[config.mk]
export PLATFORM = sky130hd
export DESIGN_NAME = vst_ram
export DESIGN_NICKNAME = d
export VERILOG_FILES = /design/src/design/vst_ram.sv
export SDC_FILE = /design/constraint.sdc
export NUM_CORES = 2
export LEC_CHECK = 0
export BUFFER_PORTS_ARGS = -buffer_cell sky130_fd_sc_hd__buf_4
export CORE_MARGIN = 3
export CORE_UTILIZATION = 55
export CTS_BUF_LIST = sky130_fd_sc_hd__clkbuf_2 sky130_fd_sc_hd__clkbuf_4 sky130_fd_sc_hd__clkbuf_8
export DETAILED_ROUTE_END_ITERATION = 6
export PLACE_DENSITY = 0.73
export SETUP_SLACK_MARGIN = 0.05
export SLEW_MARGIN = 10
export SYNTH_ARGS = -nofsm -noshare
export SYNTH_HDL_FRONTEND = slang
export SYNTH_SLANG_ARGS = --single-unit
[constraint.sdc]
create_clock -name clock -period 2.65 [get_ports clock]
set_input_delay 0 -clock clock [delete_from_list [all_inputs] [get_ports clock]]
set_output_delay 0 -clock clock [all_outputs]
set_load 0.05 [all_outputs]
[src/design/vst_ram.sv]
module vst_ram #(
   parameter int WIDTH = 8,
   parameter int DEPTH = 256
) (
   input  logic                     clock,
   input  logic                     we,
   input  logic [$clog2(DEPTH)-1:0] waddr,
   input  logic [WIDTH-1:0]         wdata,
   input  logic                     re,
   input  logic [$clog2(DEPTH)-1:0] raddr,
   output logic [WIDTH-1:0]         rdata
);

   logic [WIDTH-1:0] mem_ff [DEPTH];
   logic [WIDTH-1:0] rdata_ff;

   always_ff @(posedge clock) begin
      if (we) begin
         mem_ff[waddr] <= wdata;
      end
      if (re) begin
         rdata_ff <= mem_ff[raddr];
      end
   end

   assign rdata = rdata_ff;

endmodule

==> results.py <==
metrics = {
    "die": {
        "die_area_um2": 149000,
        "rows": 138,
        "io-pin-count": 35,
        "die_y_um": 387,
        "core_area_um2": 143000,
        "die_w_um": 387,
        "start_util": 0.558,
    },
    "pwr": {
        "ir_drop_mv": 0.564,
        "finalPower_mw": 64.9,
        "p_leak_nw": 29.7,
        "power_density_nw_per_um2": 705,
    },
    "cells_and_area": {
        "layout_common_cells": "2056 x edfxtp_1, 504 x buf_4, 454 x mux4_2",
        "final_common_cell": "edfxtp_1",
        "finalNonFillerCells": 6546,
        "fillCellCount": 9221,
        "drive_gt1_frac": 0.328,
        "design_area_um2": 92100,
        "nets": 4459,
        "area_growth_pct": 15.6,
        "post-route-util": 0.646,
    },
    "route": {
        "drtIter0Drc": 5719,
        "ant_nets": 0,
        "totalWireLength_um": 193000,
        "firstDrtPassIters": 6,
        "route.detailed.drc": 0,
        "via_per_inst": 6.38,
        "vias": 41800,
        "wl_per_cell_um": 29.5,
    },
    "synth": {
        "synth_adder_area_share": 0,
        "synth_flop_cell": "edfxtp_1",
        "synth_cell_types": 54,
        "synth_top_family_by_area": "multiplexers",
        "synth_area_um2": 79600,
        "synth-simple-area-share": 0.0263,
        "syn-num-nets": 3760,
        "synth_top_area_cell": "edfxtp_1",
        "synth_seq_area_share": 0.775,
        "synth_xor_area_frac": 0,
        "yosys_warnings": 0,
        "synthTopCellsByArea": "edfxtp_1 78%, mux4_2 13%, mux2i_1 1.7%",
        "synthCells": 3733,
        "ys_ff_latch": 2056,
        "syn_avg_cell_area_um2": 21.3,
        "synthArstFlopShare": 0,
        "synth_compound_area_frac": 0.0342,
        "synth-edff-count": 2056,
        "synthMuxAreaShare": 0.146,
        "yosysTopAreaCellShare": 0.775,
    },
    "timing": {
        "finalClockSkew_ns": 0.0635,
        "min_period_ns": 2.60,
        "fmax_ghz": 0.385,
        "setup_viol": 0,
        "finalSetupTns_ns": 0,
        "worst_slew_pin_slew_ns": 1.07,
        "maxSlewHeadroom": 0.282,
        "final_max_slew_viol_count": 0,
        "rsz0062_at_grt": "true",
        "finalHoldViolCount": 0,
        "timing.final.crit_share": 0.979,
    },
    "placed_design": {
        "gp_congestion": 0.874,
        "io_buffers": 34,
        "dpl-instance-area_um2": 85600,
        "dp_cells": 5959,
        "hpwlAfterDp_um": 123000,
    },
    "setup_path": {
        "required_ns": 3.36,
        "path_class": "flop to flop",
        "crit_path_start_kind": "flop",
        "cp_max_fo": 1,
        "crit_arrival_ns": 3.31,
        "worstSetupEndpointType": "flop",
    },
    "global_route": {
        "grt_pass1_wl_um": 285000,
        "grt_pass1_vias": 42300,
        "antenna_found_initial": 13,
        "track_usage": 0.260,
        "gr-total-overflow": 0,
        "grt_max_degree": 111,
    },
    "cts": {
        "worstSkewPairLatency_ns": 0.99,
        "path_clk_slew_ns": 0.06,
        "root_buffer": "clkbuf_8",
        "cts_tree": "yes",
        "cts_buffer_depth": 4,
        "h-tree-depth": 5,
        "cts.sinks": 2056,
        "cts-buffers-inserted": 332,
    },
    "flow_run": {
        "drv_cap": 0,
    },
    "hold_path": {
        "min_path_type": "input pin to flop",
    },
    "outcome": {
        "status": "finished clean",
    },
}
## worst max-delay path: stages, from the launching register on
cell	delay, ns
edfxtp_1	0.36
mux4_2	0.45
a22oi_1	0.32
a21oi_1	0.19
nor4_1	0.93
nor4_2	0.08
## registers in the layout, summed over array words and instances (netlist names)
signal / cells
rdata: 8
mem_ff: 2048
## report_power, final
group | total [mW] | internal, mW | switching (mW)
logic | 3.59 | 1.39 | 2.21
clock network | 25.4 | 13.6 | 11.8
registers | 35.9 | 35.9 | 0.0461
## cell families (layout without fill, tap and decap cells)
kind of cell / count (synthesis) / in the layout
other: 0 / 7
multiplexers: 591 / 591
AND/OR/NAND/NOR: 466 / 466
flip-flops: 2056 / 2056
AO/OA/AOI/OAI: 385 / 385
buffers and inverters: 235 / 1151
## worst paths after layout
path	slack (ns)	depth (start not counted)	start	to
setup / recovery	0.05	5	mem_ff[208][2]$_DFFE_PP_	rdata[2]$_DFFE_PP_
hold / removal	0.13	2	wdata[2]	mem_ff[71][2]$_DFFE_PP_
setup reg to reg	0.05	5	mem_ff[208][2]$_DFFE_PP_	rdata[2]$_DFFE_PP_
hold reg to reg	1.24	8	mem_ff[33][5]$_DFFE_PP_	rdata[5]$_DFFE_PP_
## routing by layer
layer  vias up  part of all wire  GRT usage  wire length [um]
li1      17100                 -          -                 -
met1     21500              0.37      0.369             71800
met2      2641              0.48      0.404             92300
met3       454              0.11     0.0542             21600
met4         8             0.039      0.102              7560
met5         -           0.00024          0                46
## cell usage after synthesis, types with 3 or more instances
master,count
nand2b_1,8
a22oi_1,133
a21oi_1,96
nand3_1,34
buf_6,21
and2_1,6
buf_4,27
nor4_1,24
buf_1,22
o22ai_1,28
a22o_1,8
o22a_1,5
edfxtp_1,2056
nor2_1,282
buf_12,8
mux4_2,454
a211oi_1,16
buf_8,13
buf_2,31
nor3_1,22
nand2_1,33
nand4_1,10
o21ai_0,10
clkbuf_1,111
o211ai_1,10
or2_2,4
o221ai_1,46
a221oi_1,13
nor4_2,3
o32ai_1,4
nor2b_1,31
mux2i_1,134
## per-stage QoR
stage | hold WS (ns) | worst slack [ns]
floorplan | 0.0989 | 0.574
global placement | 0.401 | -0.697
detailed placement | 0.399 | -0.751
CTS | 0.0251 | 0.0460
global route | 0.117 | 0.0323
finish | 0.127 | 0.0550
## layout make-up
class	instances	area (um^2)	area share
diodes	7	17.5	0.000190
multi-input cells	1442	16600	0.181
inverters	2	7.51	0.0000815
clock buffers	432	5360	0.0582
clock inverters	119	636	0.00690
repair buffers	598	5330	0.0578
flip-flops and latches	2056	61700	0.671
well taps	1890	2360	0.0257
## what timing repair did
action	4_1_cts	5_1_grt
endpoints found under the hold margin	3640	0
setup buffers	0	0
setup endpoints to repair	7	5
pin swaps	0	3
resized for setup	17	7
hold buffers	29	0
Power figures use the tool's default switching activity.
